--- config.mk ---
export PLATFORM = sky130hd
export DESIGN_NAME = legacy_charset_text_decoder
export DESIGN_NICKNAME = d
export VERILOG_FILES = /design/src/design/lctd_pkg.sv /design/src/design/lctd_useq.sv /design/src/design/lctd_dpath.sv /design/src/design/legacy_charset_text_decoder.sv
export SDC_FILE = /design/constraint.sdc
export NUM_CORES = 1
export LEC_CHECK = 0
export ABC_AREA = 1
export BUFFER_PORTS_ARGS = -buffer_cell sky130_fd_sc_hd__buf_2
export CORE_ASPECT_RATIO = 2
export CORE_MARGIN = 4
export CORE_UTILIZATION = 55
export CTS_BUF_LIST = sky130_fd_sc_hd__clkbuf_4 sky130_fd_sc_hd__clkbuf_8
export CTS_CLUSTER_SIZE = 14
export DETAILED_ROUTE_END_ITERATION = 7
export PLACE_DENSITY = 0.74
export SLEW_MARGIN = 20
export SYNTH_ARGS = -nofsm -noshare
export SYNTH_HDL_FRONTEND = slang
export SYNTH_HIERARCHICAL = 1
export SYNTH_SLANG_ARGS = --single-unit
--- constraint.sdc ---
create_clock -name clk_i -period 2.6 [get_ports clk_i]
set_input_delay 0.39 -clock clk_i [delete_from_list [all_inputs] [get_ports clk_i]]
set_output_delay 0.39 -clock clk_i [all_outputs]
set_load 0.005 [all_outputs]
--- src/design/lctd_pkg.sv ---
// Shared types, constants and the microprogram for the legacy charset text decoder.
// Used by lctd_useq, lctd_dpath and legacy_charset_text_decoder.
package lctd_pkg;

  localparam int unsigned MaxIndent = 44;
  localparam int unsigned CntW      = 6;
  localparam int unsigned UaddrW    = 4;

  typedef logic [UaddrW-1:0] uaddr_t;
  typedef logic [CntW-1:0]   cnt_t;

  // Configuration register indexes.
  localparam logic CFG_ASCII_MODE   = 1'b0;
  localparam logic CFG_INDENT_WIDTH = 1'b1;

  // Microprogram addresses.
  localparam uaddr_t UA_TERM    = 4'd0;
  localparam uaddr_t UA_PASS    = 4'd1;
  localparam uaddr_t UA_HEX     = 4'd2;
  localparam uaddr_t UA_OPEN    = 4'd6;
  localparam uaddr_t UA_CHR     = 4'd7;
  localparam uaddr_t UA_CLOSE   = 4'd8;
  localparam uaddr_t UA_NL      = 4'd10;
  localparam uaddr_t UA_SPACE   = 4'd11;
  localparam uaddr_t UA_SEMI    = 4'd12;

  // Character codes.
  localparam logic [7:0] CH_LF     = 8'h0A;
  localparam logic [7:0] CH_CR     = 8'h0D;
  localparam logic [7:0] CH_SPACE  = 8'h20;
  localparam logic [7:0] CH_SEMI   = 8'h3B;
  localparam logic [7:0] CH_QUEST  = 8'h3F;
  localparam logic [7:0] CH_LBRACK = 8'h5B;
  localparam logic [7:0] CH_RBRACK = 8'h5D;
  localparam logic [7:0] CH_LBRACE = 8'h7B;
  localparam logic [7:0] CH_RBRACE = 8'h7D;
  localparam logic [7:0] CH_ZERO   = 8'h30;
  localparam logic [7:0] CH_LOWA   = 8'h61;
  localparam logic [7:0] ASCII_TERM  = 8'h00;
  localparam logic [7:0] LEGACY_TERM = 8'h01;
  localparam logic [7:0] ASCII_LO    = 8'h20;
  localparam logic [7:0] ASCII_HI    = 8'h7A;
  localparam logic [6:0] LEGACY_NL   = 7'h76;

  typedef enum logic [1:0] {SRC_CHR, SRC_LIT, SRC_HEXHI, SRC_HEXLO} src_e;
  typedef enum logic [1:0] {LAST_NO, LAST_YES, LAST_CNTZ, LAST_SPC} last_e;
  typedef enum logic [1:0] {INV_KEEP, INV_SET, INV_CLR} inv_e;
  // SEQ_NL: jump to target when the item is a newline, else fall through.
  // SEQ_SKIPZ: finish when no spaces are due, else fall through.
  // SEQ_LOOP: repeat target while more spaces remain, then fall through to
  // the semicolon or finish.
  typedef enum logic [2:0] {SEQ_NEXT, SEQ_DONE, SEQ_NL, SEQ_SKIPZ, SEQ_LOOP} seq_e;

  typedef struct packed {
    logic       emit;
    src_e       src;
    logic [7:0] lit;
    last_e      last;
    inv_e       inv;
    logic       dec;
    seq_e       seq;
    uaddr_t     tgt;
  } ucode_t;

  // Status from the datapath to the sequencer.
  typedef struct packed {
    logic nl;
    logic cnt_z;
    logic cnt_one;
    logic semi;
  } stat_t;

  // Control from the sequencer to the datapath; its strobes are already qualified by the step.
  typedef struct packed {
    logic       emit;
    src_e       src;
    logic [7:0] lit;
    logic       last;
    logic       inv_set;
    logic       inv_clr;
    logic       dec;
  } ctrl_t;

  function automatic ucode_t uw(input logic emit, input src_e src, input logic [7:0] lit,
                                input last_e last, input inv_e inv, input logic dec,
                                input seq_e seq, input uaddr_t tgt);
    ucode_t w;
    w.emit = emit;
    w.src  = src;
    w.lit  = lit;
    w.last = last;
    w.inv  = inv;
    w.dec  = dec;
    w.seq  = seq;
    w.tgt  = tgt;
    return w;
  endfunction

  function automatic ucode_t ucode_rom(input uaddr_t a);
    ucode_t w;
    case (a)
      UA_TERM:  w = uw(1'b0, SRC_LIT, 8'h00, LAST_NO, INV_CLR, 1'b0, SEQ_DONE, UA_TERM);
      UA_PASS:  w = uw(1'b1, SRC_CHR, 8'h00, LAST_YES, INV_KEEP, 1'b0, SEQ_DONE, UA_TERM);
      UA_HEX:   w = uw(1'b1, SRC_LIT, CH_LBRACE, LAST_NO, INV_KEEP, 1'b0, SEQ_NEXT, UA_TERM);
      4'd3:     w = uw(1'b1, SRC_HEXHI, 8'h00, LAST_NO, INV_KEEP, 1'b0, SEQ_NEXT, UA_TERM);
      4'd4:     w = uw(1'b1, SRC_HEXLO, 8'h00, LAST_NO, INV_KEEP, 1'b0, SEQ_NEXT, UA_TERM);
      4'd5:     w = uw(1'b1, SRC_LIT, CH_RBRACE, LAST_YES, INV_KEEP, 1'b0, SEQ_DONE, UA_TERM);
      UA_OPEN:  w = uw(1'b1, SRC_LIT, CH_LBRACK, LAST_NO, INV_SET, 1'b0, SEQ_NL, UA_NL);
      UA_CHR:   w = uw(1'b1, SRC_CHR, 8'h00, LAST_YES, INV_KEEP, 1'b0, SEQ_DONE, UA_TERM);
      UA_CLOSE: w = uw(1'b1, SRC_LIT, CH_RBRACK, LAST_NO, INV_CLR, 1'b0, SEQ_NL, UA_NL);
      4'd9:     w = uw(1'b1, SRC_CHR, 8'h00, LAST_YES, INV_KEEP, 1'b0, SEQ_DONE, UA_TERM);
      UA_NL:    w = uw(1'b1, SRC_LIT, CH_LF, LAST_CNTZ, INV_KEEP, 1'b0, SEQ_SKIPZ, UA_TERM);
      UA_SPACE: w = uw(1'b1, SRC_LIT, CH_SPACE, LAST_SPC, INV_KEEP, 1'b1, SEQ_LOOP, UA_SPACE);
      UA_SEMI:  w = uw(1'b1, SRC_LIT, CH_SEMI, LAST_YES, INV_KEEP, 1'b0, SEQ_DONE, UA_TERM);
      default:  w = uw(1'b0, SRC_LIT, 8'h00, LAST_NO, INV_KEEP, 1'b0, SEQ_DONE, UA_TERM);
    endcase
    return w;
  endfunction

  function automatic logic [7:0] sym_lookup(input logic [5:0] c);
    logic [7:0] s;
    case (c)
      6'd0:  s = 8'h20;
      6'd11: s = 8'h22;
      6'd12: s = 8'hA3;
      6'd13: s = 8'h24;
      6'd14: s = 8'h3A;
      6'd15: s = 8'h3F;
      6'd16: s = 8'h28;
      6'd17: s = 8'h29;
      6'd18: s = 8'h3E;
      6'd19: s = 8'h3C;
      6'd20: s = 8'h3D;
      6'd21: s = 8'h2B;
      6'd22: s = 8'h2D;
      6'd23: s = 8'h2A;
      6'd24: s = 8'h2F;
      6'd25: s = 8'h3B;
      6'd26: s = 8'h2C;
      6'd27: s = 8'h2E;
      default: begin
        if (c <= 6'd10) begin
          s = 8'h60 + {2'b00, c};         // a..j
        end else if (c <= 6'd37) begin
          s = 8'h30 + {2'b00, c - 6'd28}; // 0..9
        end else begin
          s = 8'h41 + {2'b00, c - 6'd38}; // A..Z
        end
      end
    endcase
    return s;
  endfunction

  function automatic logic [7:0] hex_digit(input logic [3:0] v);
    logic [7:0] d;
    if (v < 4'd10) begin
      d = CH_ZERO + {4'h0, v};
    end else begin
      d = CH_LOWA + {4'h0, v - 4'd10};
    end
    return d;
  endfunction

endpackage

--- src/design/lctd_useq.sv ---
// Microcode sequencer: step counter, control ROM from lctd_pkg and jump logic.
// Drives lctd_dpath through a ctrl_t word; depends on lctd_pkg.
module lctd_useq import lctd_pkg::*; (
  input  logic   clk_i,
  input  logic   rst_ni,
  input  logic   start_i,
  input  uaddr_t entry_i,
  input  stat_t  stat_i,
  input  logic   out_free_i,
  output ctrl_t  ctrl_o,
  output logic   busy_o
);

  logic   busy_q, busy_d;
  uaddr_t upc_q, upc_d;
  ucode_t cw;
  logic   step;
  logic   last;

  assign cw   = ucode_rom(upc_q);
  // A step that emits waits for room in the output register.
  assign step = busy_q && (!cw.emit || out_free_i);

  always_comb begin
    case (cw.last)
      LAST_NO:   last = 1'b0;
      LAST_YES:  last = 1'b1;
      LAST_CNTZ: last = stat_i.cnt_z;
      LAST_SPC:  last = stat_i.cnt_one && !stat_i.semi;
      default:   last = 1'b0;
    endcase
  end

  always_comb begin
    ctrl_o.emit    = step && cw.emit;
    ctrl_o.src     = cw.src;
    ctrl_o.lit     = cw.lit;
    ctrl_o.last    = last;
    ctrl_o.inv_set = step && (cw.inv == INV_SET);
    ctrl_o.inv_clr = step && (cw.inv == INV_CLR);
    ctrl_o.dec     = step && cw.dec;
  end

  always_comb begin
    upc_d  = upc_q;
    busy_d = busy_q;
    if (start_i) begin
      upc_d  = entry_i;
      busy_d = 1'b1;
    end else if (step) begin
      case (cw.seq)
        SEQ_NEXT: upc_d = upc_q + 1'b1;
        SEQ_DONE: busy_d = 1'b0;
        SEQ_NL: begin
          upc_d = stat_i.nl ? cw.tgt : upc_q + 1'b1;
        end
        SEQ_SKIPZ: begin
          if (stat_i.cnt_z) begin
            busy_d = 1'b0;
          end else begin
            upc_d = upc_q + 1'b1;
          end
        end
        SEQ_LOOP: begin
          if (!stat_i.cnt_z && !stat_i.cnt_one) begin
            upc_d = cw.tgt;
          end else if (stat_i.semi) begin
            upc_d = upc_q + 1'b1;
          end else begin
            busy_d = 1'b0;
          end
        end
        default: busy_d = 1'b0;
      endcase
    end
  end

  always_ff @(posedge clk_i or negedge rst_ni) begin
    if (!rst_ni) begin
      busy_q <= 1'b0;
      upc_q  <= UA_TERM;
    end else begin
      busy_q <= busy_d;
      upc_q  <= upc_d;
    end
  end

  assign busy_o = busy_q;

endmodule

--- src/design/lctd_dpath.sv ---
// Datapath: byte decode and dispatch, space counter, inverse flag and output register.
// Controlled by lctd_useq through ctrl_t; depends on lctd_pkg.
module lctd_dpath import lctd_pkg::*; (
  input  logic       clk_i,
  input  logic       rst_ni,
  input  logic       start_i,
  input  logic [7:0] code_i,
  input  logic       ascii_mode_i,
  input  cnt_t       indent_i,
  input  ctrl_t      ctrl_i,
  input  logic       out_ready_i,
  output uaddr_t     entry_o,
  output stat_t      stat_o,
  output logic       out_free_o,
  output logic       out_valid_o,
  output logic [7:0] out_char_o,
  output logic       out_last_o
);

  logic       inv_q, inv_d;
  logic [7:0] byte_q;
  logic [7:0] chr_q, chr_d;
  logic       nl_q, nl_d;
  cnt_t       cnt_q, cnt_d;
  logic       semi_q;
  logic       ovalid_q, ovalid_d;
  logic [7:0] ochar_q;
  logic       olast_q;
  logic [7:0] emit_char;
  cnt_t       cnt_sat;
  logic [6:0] low7;

  assign low7    = code_i[6:0];
  assign cnt_sat = (indent_i > cnt_t'(MaxIndent)) ? cnt_t'(MaxIndent) : indent_i;

  // Dispatch: pick the microprogram entry and the character for this byte.
  always_comb begin
    entry_o = UA_TERM;
    nl_d    = 1'b0;
    chr_d   = code_i;
    if (ascii_mode_i) begin
      if (code_i == ASCII_TERM) begin
        entry_o = UA_TERM;
      end else if (code_i >= ASCII_LO && code_i <= ASCII_HI) begin
        entry_o = UA_PASS;
      end else if (code_i == CH_CR || code_i == CH_LF) begin
        entry_o = UA_NL;
        nl_d    = 1'b1;
      end else begin
        entry_o = UA_HEX;
      end
    end else begin
      nl_d  = (low7 == LEGACY_NL);
      chr_d = low7[6] ? CH_QUEST : sym_lookup(low7[5:0]);
      if (code_i == LEGACY_TERM) begin
        entry_o = UA_TERM;
      end else if (code_i[7] && !inv_q) begin
        entry_o = UA_OPEN;
      end else if (!code_i[7] && inv_q) begin
        entry_o = UA_CLOSE;
      end else if (nl_d) begin
        entry_o = UA_NL;
      end else begin
        entry_o = UA_CHR;
      end
    end
  end

  always_comb begin
    case (ctrl_i.src)
      SRC_CHR:   emit_char = chr_q;
      SRC_LIT:   emit_char = ctrl_i.lit;
      SRC_HEXHI: emit_char = hex_digit(byte_q[7:4]);
      SRC_HEXLO: emit_char = hex_digit(byte_q[3:0]);
      default:   emit_char = ctrl_i.lit;
    endcase
  end

  always_comb begin
    inv_d = inv_q;
    if (ctrl_i.inv_set) begin
      inv_d = 1'b1;
    end else if (ctrl_i.inv_clr) begin
      inv_d = 1'b0;
    end
  end

  always_comb begin
    cnt_d = cnt_q;
    if (start_i) begin
      cnt_d = cnt_sat;
    end else if (ctrl_i.dec) begin
      cnt_d = cnt_q - 1'b1;
    end
  end

  assign out_free_o = !ovalid_q || out_ready_i;

  always_comb begin
    ovalid_d = ovalid_q;
    if (ctrl_i.emit) begin
      ovalid_d = 1'b1;
    end else if (out_ready_i) begin
      ovalid_d = 1'b0;
    end
  end

  always_ff @(posedge clk_i or negedge rst_ni) begin
    if (!rst_ni) begin
      inv_q    <= 1'b0;
      ovalid_q <= 1'b0;
    end else begin
      inv_q    <= inv_d;
      ovalid_q <= ovalid_d;
    end
  end

  always_ff @(posedge clk_i) begin
    cnt_q <= cnt_d;
    if (start_i) begin
      byte_q <= code_i;
      chr_q  <= chr_d;
      nl_q   <= nl_d;
      semi_q <= (cnt_sat > cnt_t'(6));
    end
    if (ctrl_i.emit) begin
      ochar_q <= emit_char;
      olast_q <= ctrl_i.last;
    end
  end

  always_comb begin
    stat_o.nl      = nl_q;
    stat_o.cnt_z   = (cnt_q == '0);
    stat_o.cnt_one = (cnt_q == cnt_t'(1));
    stat_o.semi    = semi_q;
  end

  assign out_valid_o = ovalid_q;
  assign out_char_o  = ochar_q;
  assign out_last_o  = olast_q;

endmodule

--- src/design/legacy_charset_text_decoder.sv ---
// Top level of the legacy charset text decoder: configuration registers and handshakes.
// Instantiates lctd_useq and lctd_dpath; depends on lctd_pkg.
//
// Usage: raw string bytes enter on the s_axis channel, one per transfer. Each
// byte yields zero or more characters on the m_axis channel; tlast marks the
// final character caused by that byte. Configuration is to be written through
// cfg_we_i / cfg_idx_i / cfg_data_i only while the block is idle, which the block
// does not enforce: index 0 is ascii_mode, index 1 is indent_width.
// Timing: after a byte is taken, a microprogram runs one step per cycle and
// each step places at most one character in the output register. A byte that
// causes n characters keeps the input side busy until its last step, and the
// next byte is taken only after the busy register has cleared. A hex escape is
// four characters; a newline with a bracket and full indent is 47 characters.
// A character appears on the output in the cycle after the step that makes it.
// When the receiver stalls, the sequencer holds its step until the output
// register is free; the input side stays closed until the byte is finished.
// Reset clears the sequencer, the output valid, the inverse-video flag and
// sets ascii_mode to 0 and indent_width to 6.
module legacy_charset_text_decoder import lctd_pkg::*; (
  input  logic       clk_i,
  input  logic       rst_ni,
  input  logic       s_axis_tvalid,
  output logic       s_axis_tready,
  input  logic [7:0] s_axis_tdata,   // [7:0] code_byte
  output logic       m_axis_tvalid,
  input  logic       m_axis_tready,
  output logic [7:0] m_axis_tdata,   // [7:0] out_char
  output logic       m_axis_tlast,
  input  logic       cfg_we_i,
  input  logic       cfg_idx_i,
  input  cnt_t       cfg_data_i
);

  logic   ascii_mode_q;
  cnt_t   indent_q;
  logic   accept;
  logic   busy;
  uaddr_t entry;
  stat_t  stat;
  ctrl_t  ctrl;
  logic   out_free;

  assign s_axis_tready = !busy;
  assign accept        = s_axis_tvalid && s_axis_tready;

  always_ff @(posedge clk_i or negedge rst_ni) begin
    if (!rst_ni) begin
      ascii_mode_q <= 1'b0;
      indent_q     <= cnt_t'(6);
    end else if (cfg_we_i) begin
      case (cfg_idx_i)
        CFG_ASCII_MODE:   ascii_mode_q <= cfg_data_i[0];
        CFG_INDENT_WIDTH: indent_q     <= cfg_data_i;
        default:          ascii_mode_q <= ascii_mode_q;
      endcase
    end
  end

  lctd_useq u_useq (
    .clk_i      (clk_i),
    .rst_ni     (rst_ni),
    .start_i    (accept),
    .entry_i    (entry),
    .stat_i     (stat),
    .out_free_i (out_free),
    .ctrl_o     (ctrl),
    .busy_o     (busy)
  );

  lctd_dpath u_dpath (
    .clk_i        (clk_i),
    .rst_ni       (rst_ni),
    .start_i      (accept),
    .code_i       (s_axis_tdata),
    .ascii_mode_i (ascii_mode_q),
    .indent_i     (indent_q),
    .ctrl_i       (ctrl),
    .out_ready_i  (m_axis_tready),
    .entry_o      (entry),
    .stat_o       (stat),
    .out_free_o   (out_free),
    .out_valid_o  (m_axis_tvalid),
    .out_char_o   (m_axis_tdata),
    .out_last_o   (m_axis_tlast)
  );

  // A taken byte always starts the sequencer.
  a_start_busy: assert property (@(posedge clk_i) disable iff (!rst_ni)
    accept |=> busy)
    else $error("sequencer not started by an input transfer");

  // A terminator finishes in a single step and emits nothing.
  a_term_short: assert property (@(posedge clk_i) disable iff (!rst_ni)
    accept && ((ascii_mode_q && s_axis_tdata == ASCII_TERM) ||
               (!ascii_mode_q && s_axis_tdata == LEGACY_TERM))
    |=> busy && !ctrl.emit ##1 !busy)
    else $error("terminator did not finish in one step");

  // A character is only written when the output register can take it.
  a_emit_room: assert property (@(posedge clk_i) disable iff (!rst_ni)
    ctrl.emit |-> (!m_axis_tvalid || m_axis_tready))
    else $error("character written over a held output");

endmodule

==> flow_summary.toml <==
[status]
outcome = "completed"

[synth]
yosys.area_share.simple = 0.376
synth.cell_area_um2 = 4100
synth_edf_count = 33
synth_xor_xnor_area_share = 0.0128
synthTopCellsByArea = "edfxtp_1 (24%), nand2_1 (16%), ha_1 (9.5%)"
avgSynthCellArea_um2 = 7.06
yosys_warnings = 6
synth_compound_area_frac = 0.0918
synth_top_family_by_area = "simple AND/OR/NAND/NOR gates"
synthFlopType = "edfxtp_1"
synthesis.instances = 581
async_flop_share = 0.298
yosysUniqueCellTypes = 40
synth_fp_nets = 632
synth_top_area_frac = 0.241
synthAdderAreaFrac = 0.0945
muxShareOfSynthArea = 0
ys_seq_elements = 47
synth_largest_area_cell = "edfxtp_1"
synth_seq_area_share = 0.327

[timing]
setup_violations = 0
worst_slew_pin_slew_ns = 0.700
rsz0062_at_grt = "false"
fin_worst_skew_ns = 0.00317
tns_ns = 0
period_minus_slack_ns = 2.31
max_slew_margin = 0.534
final_max_slew_viol_count = 0
max_freq_mhz = 432
period_share = 0.890
final-hold-violation-count = 0

[min_path]
worst_hold_path.endpoint = "indent_q[1]"
hold_class = "in -> reg"
min-delay-start = "cfg_data_i[1]"
holdPathStages = 3

[route]
route.detailed.drc = 0
vias = 3813
wl_um = 9770
wire_per_inst_um = 13.9
ant_nets = 0
vias_per_cell = 5.44
firstDrtPassIters = 6
drt_first_iter_violations = 332

[floorplan]
dieArea_um2 = 8990
io_pins = 31
start_util = 0.565
die_x_um = 69.1
die_h_um = 130
rows = 44
core_area_um2 = 7270

[power_and_ir_drop]
p_per_area_nw_per_um2 = 897
p_leak_nw = 2.21
ir_drop_uv = 421
total_power_mw = 3.96

[cts]
cts_setup_buffers = 0
path_clk_slew_ns = 0.09
clkSinkCount = 47
clkLatencyLatePin_ns = 0.30
post_cts_resize_count = 0
cts_tree = "done"
cts_root_buf = "clkbuf_8"
htreeDepth = 2
clockBufferDepth = 2
numCtsBuffers = 5

[final_layout]
most-common-layout-cells = "nand2_1 (176), inv_1 (64), nand3_1 (55), nor2_1 (54), edfxtp_1 (33)"
drive_gt1_frac = 0.148
fin_nets = 659
n_antenna_cell = 0
area_delta_synth_final_pct = 7.56
final_common_cell = "nand2_1"

[global_route]
grt_first_pass_wirelength_um = 16400
grt_use_total = 0.225
gr-total-overflow = 0
antenna_found_initial = 0
grt_pass1_vias = 3692
grt_max_degree = 19

[run]
maxCapViolCount = 0

[placement]
routabilityCongestion = 1.02
dp_hpwl_um = 7890
port_buffers = 30

[critical_path]
crit_family = "simple AND/OR/NAND/NOR gates"
cpPeakStageDelay_ns = 0.56
crit_path_cell_trace = "inv_1, ha_1, nand2_1, nor2_1, a21oi_1, o21ai_0, or2_1, nand2_1, nand4_1"
rrSetupSlack_ns = 0.29
cp-start-kind = "flop"
path_class = "reg -> reg"
reg2regPathDepth = 9
worst-path-max-fanout = 10
crit_top_cell = "nand2_1"
rr_startpoint = "u_useq/upc_q[0]"
r2r_end = "u_dpath/out_char_o[3]"
required_ns = 2.65
critical_path_buf_inv_count = 1
cp.arrival_ns = 2.36
cp_slowest_cell = "dfrtp_1"
critPathCaptureType = "flop"
## worst max-delay path by stage
stage / slack [ns] / startpoint / endpoint / cells past startpoint
floorplan: 0.25 / u_useq/busy_o / u_useq/upc_q[3] / 9
global placement: 0.31 / u_useq/upc_q[0] / u_dpath/out_char_o[3] / 9
detailed placement: 0.32 / u_useq/upc_q[0] / u_dpath/out_char_o[3] / 9
CTS: 0.31 / u_useq/upc_q[0] / u_dpath/out_char_o[3] / 9
global route: 0.11 / u_useq/upc_q[0] / u_dpath/out_char_o[0] / 10
finish: 0.29 / u_useq/upc_q[0] / u_dpath/out_char_o[3] / 9
## kinds of logic after synthesis
group / count (synthesis)
buffers and inverters: 89
AOI/OAI and AO/OA: 66
DFF: 47
and+or+nand+nor: 341
other: 1
adders and majority gates: 31
xor gates and xnor gates: 6
## flip-flops by register name (all words and copies together), names as in the netlist
register             flops
u_dpath/out_last_o       1
u_dpath/out_char_o       8
u_useq/busy_o            1
u_dpath/out_valid_o      1
u_dpath/cnt_q            6
u_dpath/inv_q            1
u_dpath/chr_q            8
u_dpath/semi_q           1
u_useq/upc_q             4
ascii_mode_q             1
indent_q                 6
u_dpath/byte_q           8
u_dpath/nl_q             1
## metal layers
layer | share of wire | global-route usage | wire length, µm | vias to the layer above
met5 | 0 | 0 | 0 | -
met2 | 0.54 | 0.431 | 5310 | 132
li1 | - | - | - | 1942
met4 | 0.056 | 0.142 | 544 | 0
met3 | 0.043 | 0.0316 | 418 | 43
met1 | 0.36 | 0.223 | 3490 | 1696
## worst min-delay path: stages
cell	delay (ns)
buf_2	0.09
nand3_1	0.07
nand2_1	0.05
## synthesized netlist by cell type (2+ instances only)
cell type / instances
a21oi_1: 21
a22o_1: 2
buf_2: 3
buf_4: 6
buf_6: 4
clkbuf_1: 2
dfrtp_1: 12
dfstp_2: 2
edfxtp_1: 33
ha_1: 31
inv_1: 64
inv_2: 8
inv_4: 2
nand2_1: 176
nand2_2: 8
nand2_4: 3
nand3_1: 55
nand3_2: 8
nand4_1: 11
nor2_1: 55
nor2_2: 4
nor2_4: 2
nor3_1: 8
o2111ai_1: 3
o21ai_0: 29
o21ai_2: 2
o22ai_1: 2
o31ai_1: 3
or2_2: 7
xor2_1: 5
## metrics by stage
stage	cells	util	hold slack, ns	cell area, µm²	setup slack (ns)
after global routing	701	0.607	0.300	4410	0.114
after detailed placement	692	0.590	0.329	4290	0.321
final	701	0.607	0.288	4410	0.285
after CTS	701	0.607	0.284	4410	0.308
after floorplan	581	-	0.0944	4100	0.252
after global placement	692	0.590	0.320	4290	0.310
## layout make-up
type / count / area (µm²)
Clock buffer: 5 / 68.8
Clock inverter: 3 / 46.3
Fill cell: 722 / 2850
Inverter: 74 / 283
Multi-Input combinational cell: 445 / 2370
Sequential cell: 47 / 1340
Tap cell: 92 / 115
Timing Repair Buffer: 35 / 190
## timing repair
action / 4_1_cts / 5_1_grt
hold endpoints to repair: 12 / 0
hold buffers: 1 / 0
setup endpoints to repair: 0 / 0
## report_power, final
group / leakage, nW / internal [mW] / switching [mW] / total (mW)
clock network: 0.0548 / 0.290 / 0.263 / 0.553
logic: 1.68 / 0.729 / 1.35 / 2.08
registers: 0.479 / 1.14 / 0.191 / 1.33
total: 2.21 / 2.16 / 1.80 / 3.96
Power figures use the tool's default switching activity.
